--- config.mk ---
export PLATFORM = sky130hd
export DESIGN_NAME = grid_test_pattern_color
export DESIGN_NICKNAME = d
export VERILOG_FILES = /design/src/gtpc_pkg.sv /design/src/gtpc_cfg.sv /design/src/gtpc_div_pipe.sv /design/src/gtpc_color.sv /design/src/grid_test_pattern_color.sv
export SDC_FILE = /design/constraint.sdc
export NUM_CORES = 2
export LEC_CHECK = 0
export BUFFER_PORTS_ARGS = -buffer_cell sky130_fd_sc_hd__buf_2
export CORE_ASPECT_RATIO = 1.5
export CORE_MARGIN = 2
export CORE_UTILIZATION = 39
export DETAILED_ROUTE_END_ITERATION = 10
export GPL_TIMING_DRIVEN = 0
export HOLD_SLACK_MARGIN = 0.05
export SYNTH_ARGS = -nofsm -noshare
export SYNTH_HDL_FRONTEND = slang
export SYNTH_HIERARCHICAL = 1
export SYNTH_SLANG_ARGS = --single-unit
--- constraint.sdc ---
create_clock -name clk -period 27.1 [get_ports clk]
set_clock_uncertainty 0.1 [all_clocks]
set_input_delay 2.71 -clock clk [delete_from_list [all_inputs] [get_ports clk]]
set_output_delay 2.71 -clock clk [all_outputs]
set_load 0.005 [all_outputs]
--- src/gtpc_pkg.sv ---
// Shared types and constants of the grid test pattern colour generator.
// Holds the transaction payload structs, register indexes and reset values.
// No dependencies.
package gtpc_pkg;

    localparam int PIXEL_X_W = 12;
    localparam int PIXEL_Y_W = 12;
    localparam int COLOR_W   = 32;
    localparam int CFG_IDX_W = 3;
    localparam int CFG_DATA_W = 32;

    // Register indexes on the configuration port.
    localparam logic [CFG_IDX_W-1:0] REG_SCREEN_WIDTH  = 3'd0;
    localparam logic [CFG_IDX_W-1:0] REG_SCREEN_HEIGHT = 3'd1;
    localparam logic [CFG_IDX_W-1:0] REG_RECT_PER_SIDE = 3'd2;
    localparam logic [CFG_IDX_W-1:0] REG_FIRST_COLOR   = 3'd3;
    localparam logic [CFG_IDX_W-1:0] REG_COLOR_STEP    = 3'd4;
    localparam logic [CFG_IDX_W-1:0] REG_DIRECT_MODE   = 3'd5;
    localparam logic [CFG_IDX_W-1:0] REG_PIXEL_BITS    = 3'd6;
    localparam logic [CFG_IDX_W-1:0] REG_CHANNEL_SIZES = 3'd7;

    // Reset values of the registers.
    localparam logic [11:0] RST_SCREEN_WIDTH  = 12'd1024;
    localparam logic [11:0] RST_SCREEN_HEIGHT = 12'd768;
    localparam logic [7:0]  RST_RECT_PER_SIDE = 8'd8;
    localparam logic [31:0] RST_FIRST_COLOR   = 32'd0;
    localparam logic [7:0]  RST_COLOR_STEP    = 8'd1;
    localparam logic        RST_DIRECT_MODE   = 1'b1;
    localparam logic [5:0]  RST_PIXEL_BITS    = 6'd24;
    localparam logic [11:0] RST_CHANNEL_SIZES = 12'h888;

    typedef struct packed {
        logic [PIXEL_X_W-1:0] pixel_x;
        logic [PIXEL_Y_W-1:0] pixel_y;
    } gtpc_in_t;

    typedef struct packed {
        logic [COLOR_W-1:0] pixel_color;
        logic               covered;
    } gtpc_out_t;

    // Settings derived from the registers, held steady while pixels flow.
    typedef struct packed {
        logic              grid_ok;
        logic [7:0]        n;
        logic [7:0]        step;
        logic [31:0]       first;
        logic              direct;
        logic [31:0]       pix_mask;
        logic [7:0]        r_mask;
        logic [7:0]        g_mask;
        logic [7:0]        b_mask;
        logic [7:0]        r_first;
        logic [7:0]        g_first;
        logic [7:0]        b_first;
        logic [3:0]        g_shift;
        logic [4:0]        r_shift;
    } gtpc_derived_t;

endpackage

--- src/gtpc_cfg.sv ---
// Configuration registers and the iterative divider that derives the cell size.
// Also registers the per-channel masks, start values and shifts.
// Depends on gtpc_pkg.
module gtpc_cfg
    import gtpc_pkg::*;
#(
    parameter int UB = 12
)
(
    input  logic                  clk,
    input  logic                  rst_n,
    input  logic                  cfg_we,
    input  logic [CFG_IDX_W-1:0]  cfg_index,
    input  logic [CFG_DATA_W-1:0] cfg_data,
    output logic                  busy,
    output logic [UB-1:0]         cell_w,
    output logic [UB-1:0]         cell_h,
    output gtpc_derived_t         derived
);

    localparam int CNT_W = $clog2(UB + 1);

    logic [11:0] width_reg;
    logic [11:0] height_reg;
    logic [7:0]  n_reg;
    logic [31:0] first_reg;
    logic [7:0]  step_reg;
    logic        direct_reg;
    logic [5:0]  pbits_reg;
    logic [11:0] chan_reg;

    logic             restart_reg;
    logic             busy_reg;
    logic [CNT_W-1:0] cnt_reg;
    logic [UB-1:0]    wnum_reg;
    logic [UB-1:0]    hnum_reg;
    logic [7:0]       wrem_reg;
    logic [7:0]       hrem_reg;
    logic [UB-1:0]    wq_reg;
    logic [UB-1:0]    hq_reg;
    gtpc_derived_t    derived_reg;
    gtpc_derived_t    derived_next;

    logic [8:0] wt;
    logic [8:0] ht;
    logic       w_ge;
    logic       h_ge;

    assign wt   = {wrem_reg, wnum_reg[UB-1]};
    assign ht   = {hrem_reg, hnum_reg[UB-1]};
    assign w_ge = wt >= {1'b0, n_reg};
    assign h_ge = ht >= {1'b0, n_reg};

    always_ff @(posedge clk or negedge rst_n)
    begin
        if (!rst_n)
        begin
            width_reg  <= RST_SCREEN_WIDTH;
            height_reg <= RST_SCREEN_HEIGHT;
            n_reg      <= RST_RECT_PER_SIDE;
            first_reg  <= RST_FIRST_COLOR;
            step_reg   <= RST_COLOR_STEP;
            direct_reg <= RST_DIRECT_MODE;
            pbits_reg  <= RST_PIXEL_BITS;
            chan_reg   <= RST_CHANNEL_SIZES;
        end
        else if (cfg_we)
        begin
            case (cfg_index)
                REG_SCREEN_WIDTH:  width_reg  <= cfg_data[11:0];
                REG_SCREEN_HEIGHT: height_reg <= cfg_data[11:0];
                REG_RECT_PER_SIDE: n_reg      <= cfg_data[7:0];
                REG_FIRST_COLOR:   first_reg  <= cfg_data[31:0];
                REG_COLOR_STEP:    step_reg   <= cfg_data[7:0];
                REG_DIRECT_MODE:   direct_reg <= cfg_data[0];
                REG_PIXEL_BITS:    pbits_reg  <= cfg_data[5:0];
                REG_CHANNEL_SIZES: chan_reg   <= cfg_data[11:0];
                default:           ;
            endcase
        end
    end

    // A write restarts the division; the extra count at the end lets the
    // derived settings register from the final cell size before pixels flow.
    always_ff @(posedge clk or negedge rst_n)
    begin
        if (!rst_n)
        begin
            restart_reg <= 1'b1;
            busy_reg    <= 1'b1;
            cnt_reg     <= '0;
        end
        else if (cfg_we)
        begin
            restart_reg <= 1'b1;
            busy_reg    <= 1'b1;
            cnt_reg     <= '0;
        end
        else if (restart_reg)
        begin
            restart_reg <= 1'b0;
            cnt_reg     <= '0;
        end
        else if (busy_reg)
        begin
            if (cnt_reg == CNT_W'(UB))
            begin
                busy_reg <= 1'b0;
            end
            else
            begin
                cnt_reg <= cnt_reg + 1'b1;
            end
        end
    end

    always_ff @(posedge clk)
    begin
        if (restart_reg)
        begin
            wnum_reg <= UB'(width_reg);
            hnum_reg <= UB'(height_reg);
            wrem_reg <= '0;
            hrem_reg <= '0;
            wq_reg   <= '0;
            hq_reg   <= '0;
        end
        else if (busy_reg && cnt_reg != CNT_W'(UB))
        begin
            wnum_reg <= {wnum_reg[UB-2:0], 1'b0};
            hnum_reg <= {hnum_reg[UB-2:0], 1'b0};
            wrem_reg <= w_ge ? 8'(wt - {1'b0, n_reg}) : 8'(wt);
            hrem_reg <= h_ge ? 8'(ht - {1'b0, n_reg}) : 8'(ht);
            wq_reg   <= {wq_reg[UB-2:0], w_ge};
            hq_reg   <= {hq_reg[UB-2:0], h_ge};
        end
    end

    function automatic logic [3:0] chan_width(input logic [3:0] nib);
        return (nib > 4'd8) ? 4'd8 : nib;
    endfunction

    function automatic logic [7:0] chan_mask(input logic [3:0] w);
        logic [8:0] m;
        m = (9'd1 << w) - 9'd1;
        return m[7:0];
    endfunction

    always_comb
    begin
        logic [3:0]  rw;
        logic [3:0]  gw;
        logic [3:0]  bw;
        logic [32:0] pm;
        logic [31:0] g_src;
        logic [31:0] r_src;
        rw = chan_width(chan_reg[11:8]);
        gw = chan_width(chan_reg[7:4]);
        bw = chan_width(chan_reg[3:0]);
        pm = (33'd1 << pbits_reg) - 33'd1;
        g_src = first_reg >> bw;
        r_src = first_reg >> ({1'b0, bw} + {1'b0, gw});
        derived_next.grid_ok  = (n_reg != 8'd0) && (wq_reg != '0) && (hq_reg != '0);
        derived_next.n        = n_reg;
        derived_next.step     = step_reg;
        derived_next.first    = first_reg;
        derived_next.direct   = direct_reg;
        derived_next.pix_mask = pm[31:0];
        derived_next.r_mask   = chan_mask(rw);
        derived_next.g_mask   = chan_mask(gw);
        derived_next.b_mask   = chan_mask(bw);
        derived_next.b_first  = first_reg[7:0] & chan_mask(bw);
        derived_next.g_first  = g_src[7:0] & chan_mask(gw);
        derived_next.r_first  = r_src[7:0] & chan_mask(rw);
        derived_next.g_shift  = bw;
        derived_next.r_shift  = {1'b0, bw} + {1'b0, gw};
    end

    always_ff @(posedge clk)
    begin
        derived_reg <= derived_next;
    end

    assign busy    = busy_reg;
    assign cell_w  = wq_reg;
    assign cell_h  = hq_reg;
    assign derived = derived_reg;

endmodule

--- src/gtpc_div_pipe.sv ---
// Pipelined restoring divider: one quotient bit per stage for column and row.
// Divides the pixel coordinates by the cell width and height.
// Depends on gtpc_pkg.
module gtpc_div_pipe
    import gtpc_pkg::*;
#(
    parameter int UB = 12
)
(
    input  logic          clk,
    input  logic          rst_n,
    input  logic          en,
    input  logic          in_v,
    input  logic [UB-1:0] x,
    input  logic [UB-1:0] y,
    input  logic [UB-1:0] cell_w,
    input  logic [UB-1:0] cell_h,
    output logic          out_v,
    output logic [UB-1:0] col,
    output logic [UB-1:0] row
);

    logic          v_reg  [UB];
    logic [UB-1:0] xr_reg [UB];
    logic [UB-1:0] xn_reg [UB];
    logic [UB-1:0] xq_reg [UB];
    logic [UB-1:0] yr_reg [UB];
    logic [UB-1:0] yn_reg [UB];
    logic [UB-1:0] yq_reg [UB];

    for (genvar k = 0; k < UB; k++)
    begin : g_stage
        logic          v_prev;
        logic [UB-1:0] xr_prev;
        logic [UB-1:0] xn_prev;
        logic [UB-1:0] xq_prev;
        logic [UB-1:0] yr_prev;
        logic [UB-1:0] yn_prev;
        logic [UB-1:0] yq_prev;
        logic [UB:0]   xt;
        logic [UB:0]   yt;
        logic          x_ge;
        logic          y_ge;

        if (k == 0)
        begin : g_first
            assign v_prev  = in_v;
            assign xr_prev = '0;
            assign xn_prev = x;
            assign xq_prev = '0;
            assign yr_prev = '0;
            assign yn_prev = y;
            assign yq_prev = '0;
        end
        else
        begin : g_rest
            assign v_prev  = v_reg[k-1];
            assign xr_prev = xr_reg[k-1];
            assign xn_prev = xn_reg[k-1];
            assign xq_prev = xq_reg[k-1];
            assign yr_prev = yr_reg[k-1];
            assign yn_prev = yn_reg[k-1];
            assign yq_prev = yq_reg[k-1];
        end

        assign xt   = {xr_prev, xn_prev[UB-1]};
        assign yt   = {yr_prev, yn_prev[UB-1]};
        assign x_ge = xt >= {1'b0, cell_w};
        assign y_ge = yt >= {1'b0, cell_h};

        always_ff @(posedge clk or negedge rst_n)
        begin
            if (!rst_n)
            begin
                v_reg[k] <= 1'b0;
            end
            else if (en)
            begin
                v_reg[k] <= v_prev;
            end
        end

        always_ff @(posedge clk)
        begin
            if (en)
            begin
                xr_reg[k] <= x_ge ? UB'(xt - {1'b0, cell_w}) : UB'(xt);
                yr_reg[k] <= y_ge ? UB'(yt - {1'b0, cell_h}) : UB'(yt);
                xn_reg[k] <= {xn_prev[UB-2:0], 1'b0};
                yn_reg[k] <= {yn_prev[UB-2:0], 1'b0};
                xq_reg[k] <= {xq_prev[UB-2:0], x_ge};
                yq_reg[k] <= {yq_prev[UB-2:0], y_ge};
            end
        end
    end

    assign out_v = v_reg[UB-1];
    assign col   = xq_reg[UB-1];
    assign row   = yq_reg[UB-1];

endmodule

--- src/gtpc_color.sv ---
// Colour stages: coverage test and products, channel sums, final selection.
// The last stage is the output register of the block.
// Depends on gtpc_pkg.
module gtpc_color
    import gtpc_pkg::*;
#(
    parameter int UB = 12
)
(
    input  logic          clk,
    input  logic          rst_n,
    input  logic          en,
    input  logic          in_v,
    input  logic [UB-1:0] col,
    input  logic [UB-1:0] row,
    input  gtpc_derived_t d,
    output logic          out_v,
    output gtpc_out_t     out_data
);

    localparam int CMP_W = (UB > 8) ? UB : 8;

    // Stage A: coverage and the first round of products.
    logic        a_v_reg;
    logic        a_cov_reg;
    logic [15:0] a_idx_reg;
    logic [7:0]  a_rp_reg;
    logic [7:0]  a_gp_reg;
    logic [7:0]  a_bp_reg;

    logic [7:0]  col8;
    logic [7:0]  row8;
    logic [8:0]  sum9;
    logic        cov_next;
    logic [15:0] rp_full;
    logic [15:0] gp_full;
    logic [16:0] bp_full;

    assign col8     = 8'(col);
    assign row8     = 8'(row);
    assign sum9     = {1'b0, col8} + {1'b0, row8};
    assign cov_next = d.grid_ok && (CMP_W'(col) < CMP_W'(d.n))
                      && (CMP_W'(row) < CMP_W'(d.n));
    assign rp_full  = 16'(col8) * 16'(d.step);
    assign gp_full  = 16'(row8) * 16'(d.step);
    assign bp_full  = 17'(sum9) * 17'(d.step);

    always_ff @(posedge clk or negedge rst_n)
    begin
        if (!rst_n)
        begin
            a_v_reg <= 1'b0;
        end
        else if (en)
        begin
            a_v_reg <= in_v;
        end
    end

    always_ff @(posedge clk)
    begin
        if (en)
        begin
            a_cov_reg <= cov_next;
            a_idx_reg <= 16'(row8) * 16'(d.n) + 16'(col8);
            a_rp_reg  <= rp_full[7:0];
            a_gp_reg  <= gp_full[7:0];
            a_bp_reg  <= bp_full[7:0];
        end
    end

    // Stage B: index product and packed direct colour.
    logic        b_v_reg;
    logic        b_cov_reg;
    logic [23:0] b_ip_reg;
    logic [31:0] b_direct_reg;

    logic [7:0]  r_ch;
    logic [7:0]  g_ch;
    logic [7:0]  b_ch;
    logic [31:0] direct_next;

    assign r_ch = (d.r_first + a_rp_reg) & d.r_mask;
    assign g_ch = (d.g_first + a_gp_reg) & d.g_mask;
    assign b_ch = (d.b_first + a_bp_reg) & d.b_mask;
    assign direct_next = 32'(b_ch) | (32'(g_ch) << d.g_shift) | (32'(r_ch) << d.r_shift);

    always_ff @(posedge clk or negedge rst_n)
    begin
        if (!rst_n)
        begin
            b_v_reg <= 1'b0;
        end
        else if (en)
        begin
            b_v_reg <= a_v_reg;
        end
    end

    always_ff @(posedge clk)
    begin
        if (en)
        begin
            b_cov_reg    <= a_cov_reg;
            b_ip_reg     <= 24'(a_idx_reg) * 24'(d.step);
            b_direct_reg <= direct_next;
        end
    end

    // Stage C: indexed sum, selection and the output register.
    logic        c_v_reg;
    gtpc_out_t   c_out_reg;
    gtpc_out_t   c_out_next;
    logic [31:0] indexed;

    assign indexed = (d.first + 32'(b_ip_reg)) & d.pix_mask;

    always_comb
    begin
        c_out_next.covered = b_cov_reg;
        if (!b_cov_reg)
        begin
            c_out_next.pixel_color = '0;
        end
        else if (d.direct)
        begin
            c_out_next.pixel_color = b_direct_reg;
        end
        else
        begin
            c_out_next.pixel_color = indexed;
        end
    end

    always_ff @(posedge clk or negedge rst_n)
    begin
        if (!rst_n)
        begin
            c_v_reg <= 1'b0;
        end
        else if (en)
        begin
            c_v_reg <= b_v_reg;
        end
    end

    always_ff @(posedge clk)
    begin
        if (en)
        begin
            c_out_reg <= c_out_next;
        end
    end

    assign out_v    = c_v_reg;
    assign out_data = c_out_reg;

endmodule

--- src/grid_test_pattern_color.sv ---
// Grid test pattern colour generator, top level.
// Depends on gtpc_pkg, gtpc_cfg, gtpc_div_pipe and gtpc_color.
//
// A pixel coordinate enters on the pixel channel (pixel_valid, pixel_stall,
// pixel) and its colour leaves on the color channel (color_valid,
// color_stall, color). A transaction completes on a rising edge where valid
// is high and stall is low. One pixel is taken every cycle while
// pixel_stall is low, and each gives exactly one colour. There are D
// divider stages, one per bit, where D is COORD_BITS capped at the 12-bit
// coordinate fields, then three colour stages. The user must write the
// registers through cfg_we, cfg_index and cfg_data only while no pixel is
// in flight; the block itself does not enforce this. Each write, and reset,
// starts a division of the screen size by the cell count; pixel_stall
// stays high until it ends. Reset loads the default registers and empties
// the pipeline. When color_stall is high with a colour waiting, the whole
// pipeline holds and pixel_stall rises, so nothing is dropped or repeated.
module grid_test_pattern_color
    import gtpc_pkg::*;
#(
    parameter int COORD_BITS = 12
)
(
    input  logic                  clk,
    input  logic                  rst_n,
    input  logic                  pixel_valid,
    output logic                  pixel_stall,
    input  gtpc_in_t              pixel,
    output logic                  color_valid,
    input  logic                  color_stall,
    output gtpc_out_t             color,
    input  logic                  cfg_we,
    input  logic [CFG_IDX_W-1:0]  cfg_index,
    input  logic [CFG_DATA_W-1:0] cfg_data
);

    localparam int UB = (COORD_BITS < PIXEL_X_W) ? COORD_BITS : PIXEL_X_W;

    logic          busy;
    logic          en;
    logic [UB-1:0] cell_w;
    logic [UB-1:0] cell_h;
    gtpc_derived_t derived;
    logic          div_v;
    logic [UB-1:0] col;
    logic [UB-1:0] row;

    assign en          = !(color_valid && color_stall);
    assign pixel_stall = busy || !en;

    gtpc_cfg #(
        .UB (UB)
    ) u_cfg (
        .clk       (clk),
        .rst_n     (rst_n),
        .cfg_we    (cfg_we),
        .cfg_index (cfg_index),
        .cfg_data  (cfg_data),
        .busy      (busy),
        .cell_w    (cell_w),
        .cell_h    (cell_h),
        .derived   (derived)
    );

    gtpc_div_pipe #(
        .UB (UB)
    ) u_div (
        .clk    (clk),
        .rst_n  (rst_n),
        .en     (en),
        .in_v   (pixel_valid && !pixel_stall),
        .x      (pixel.pixel_x[UB-1:0]),
        .y      (pixel.pixel_y[UB-1:0]),
        .cell_w (cell_w),
        .cell_h (cell_h),
        .out_v  (div_v),
        .col    (col),
        .row    (row)
    );

    gtpc_color #(
        .UB (UB)
    ) u_color (
        .clk      (clk),
        .rst_n    (rst_n),
        .en       (en),
        .in_v     (div_v),
        .col      (col),
        .row      (row),
        .d        (derived),
        .out_v    (color_valid),
        .out_data (color)
    );

endmodule
==> metrics.txt <==
die area 0.163 mm²; DRT Wirelength 158000 µm; Reg clk slew, reported paths 0.06 ns; Total GRT Usage 0.193; Inserted Clock Buffers 104; violated checks design-rule violations; Period minus WS final 6.43 ns; first-pass GRT wire length 244000 µm; Post-synth EDFFs 707; sequential area share after synthesis 0.445; Die Width 330 µm; HPWL after DPL 118000 µm; NumNets Final 6482; core footprint 0.159 mm²; clock sink count 998; Tcrit/Tclk final 0.237; commonest cells in the synthesized netlist edfxtp_1 (707), ha_1 (495), inv_1 (408), nand2_1 (400), a21oi_1 (265); dominant cells by area after synthesis edfxtp_1 (34%), ha_1 (10%), fa_1 (6.2%); Max Fclk 0.155 GHz; post-CTS setup buffer count 0; vias in the first global route 43591; vias per cell 5.36; most common cell in the netlist edfxtp_1; I/O pin count 99; layout cells sized above 1 0.118; Slew HR 0.194; initial core utilization 0.392; post-synth cell types 103; cts hold-fix bufs 0; Final Hold Fails 0; critical path class reg -> reg; Routed WL per cell 20.0 µm; # H-tree levels 3; Initial DRT Pass Iterations 11; clk_lat worst skew 0.74 ns; Setup Viol. Count Final 0; initial antenna violation count 7; top cell type's share of synthesized area 0.342; post-route ant nets 0; row cnt 179; Cells after Synth 5516; grt ovf 0; ys async rst share 0.112; via count 42361; setup TNS 0 ns; clock root buffer clkbuf_16; worst hold path type reg -> reg; Synth Cell Area 0.0622 mm²; CTS tree built; post-CTS sizing 0; Synth Flop Type edfxtp_1; I/O Buffers 96; Synth Area per Inst 11.3 µm²; unrepaired setup endpoints after global routing false; Required @ worst endpoint 27.47 ns; max_cap viols 0; max reg flops 139; Max Slew Vio Count 0; warnings from Yosys 6; Die Height 493 µm; Worst setup SP type register; worst path arrival time 6.80 ns; Placer Congestion 0.920; Max Root-Sink Buffers 3; leading area contributor after synthesis edfxtp_1; largest fanout on the critical path 10; worst-margin pin slew 1.21 ns; outcome finished with violations; largest net degree at the start of global routing 70; DRT iter0 DRCs 2337; flops & latches, synth 998; Area Growth Syn to Fin 11.2%; syn nets 6267; DRC viols 26; Worst Setup End Kind register
cell families (layout without fill, tap and decap cells):
family,count (synthesis),in the layout,share of synthesized area
other,0,3,0
xor gates and xnor gates,284,284,0.0406
and+or+nand+nor,1524,1524,0.125
DFF,998,998,0.445
adders and majority gates,687,687,0.161
muxes,440,440,0.0848
AOI/OAI and AO/OA,1007,1007,0.107
buffers and inverters,576,882,0.0365
layout make-up:
cell class                 count  area [µm²]
fill                       14935       89400
multi-input combinational   3942       32300
sequential                   998       27600
clock buffer                 126        2760
tap                         2081        2600
inverter                     418        1570
timing repair buffer         109         830
clock inverter                71         766
buffer                       158         699
antenna                        3        7.51
metal layers:
metal  track usage  vias to the layer above  routed length, µm
li1              -                    20420                  -
met1         0.202                    20682              58200
met3        0.0202                      372               5070
met5             0                        -                 13
met4         0.105                        2               9200
met2         0.372                      885              85500
cell usage in the layout, fill, tap and decap left out, types with 49 or more instances in the layout:
master	n
nor2_1	264
nand2b_1	108
ha_1	495
mux2i_1	101
nand2_1	399
and2_1	212
dfrtp_1	99
dfxtp_1	177
buf_2	122
xnor2_1	186
and3_1	49
clkbuf_16	105
nor3_1	84
inv_1	408
a211oi_1	55
xor2_1	96
nor2b_1	69
a21o_1	141
mux2_2	264
edfxtp_1	707
o21ai_0	198
fa_1	192
clkbuf_1	131
a21oi_1	265
nand3_1	137
stage by stage:
step	std cells	instance area, µm²	hold WS (ns)	setup WS [ns]	util
floorplan	5516	62200	0.240	7.76	-
global placement	7693	65300	0.248	0.142	0.411
detailed placement	7706	65600	0.249	20.68	0.414
CTS	7903	69100	0.264	20.65	0.436
global route	7904	69100	0.278	20.39	0.436
finish	7906	69100	0.262	20.67	0.436
final timing paths:
check,startpoint,end,slack [ns],cells past startpoint
max,u_cfg/derived[125],u_color/b_ip_reg[23],20.67,20
min,u_cfg/step_reg[5],u_cfg/derived[127],0.26,0
max reg2reg,u_cfg/derived[125],u_color/b_ip_reg[23],20.67,20
min reg2reg,u_cfg/step_reg[5],u_cfg/derived[127],0.26,0
max in group asynchronous,rst_n,u_cfg/restart_reg,24.22,2
min in group asynchronous,rst_n,u_cfg/first_reg[29],1.86,1
worst max-delay path, cell delays in order, from the launching register on:
cell	delay [ns]
dfxtp_1	0.40
clkbuf_1	0.52
clkbuf_1	0.59
nand2_1	0.16
fa_1	0.51
fa_1	0.49
inv_1	0.05
fa_1	0.52
inv_1	0.05
fa_1	0.52
inv_1	0.04
ha_1	0.33
o21a_1	0.13
o31a_1	0.13
o31ai_1	0.40
a21oi_1	0.23
o211ai_1	0.32
a31oi_1	0.19
a21o_1	0.21
a21oi_1	0.17
xnor2_1	0.08
Power is left out: the tool's default activity adds up to more than one toggle a clock period on the data nets, which glitch-free logic cannot reach.
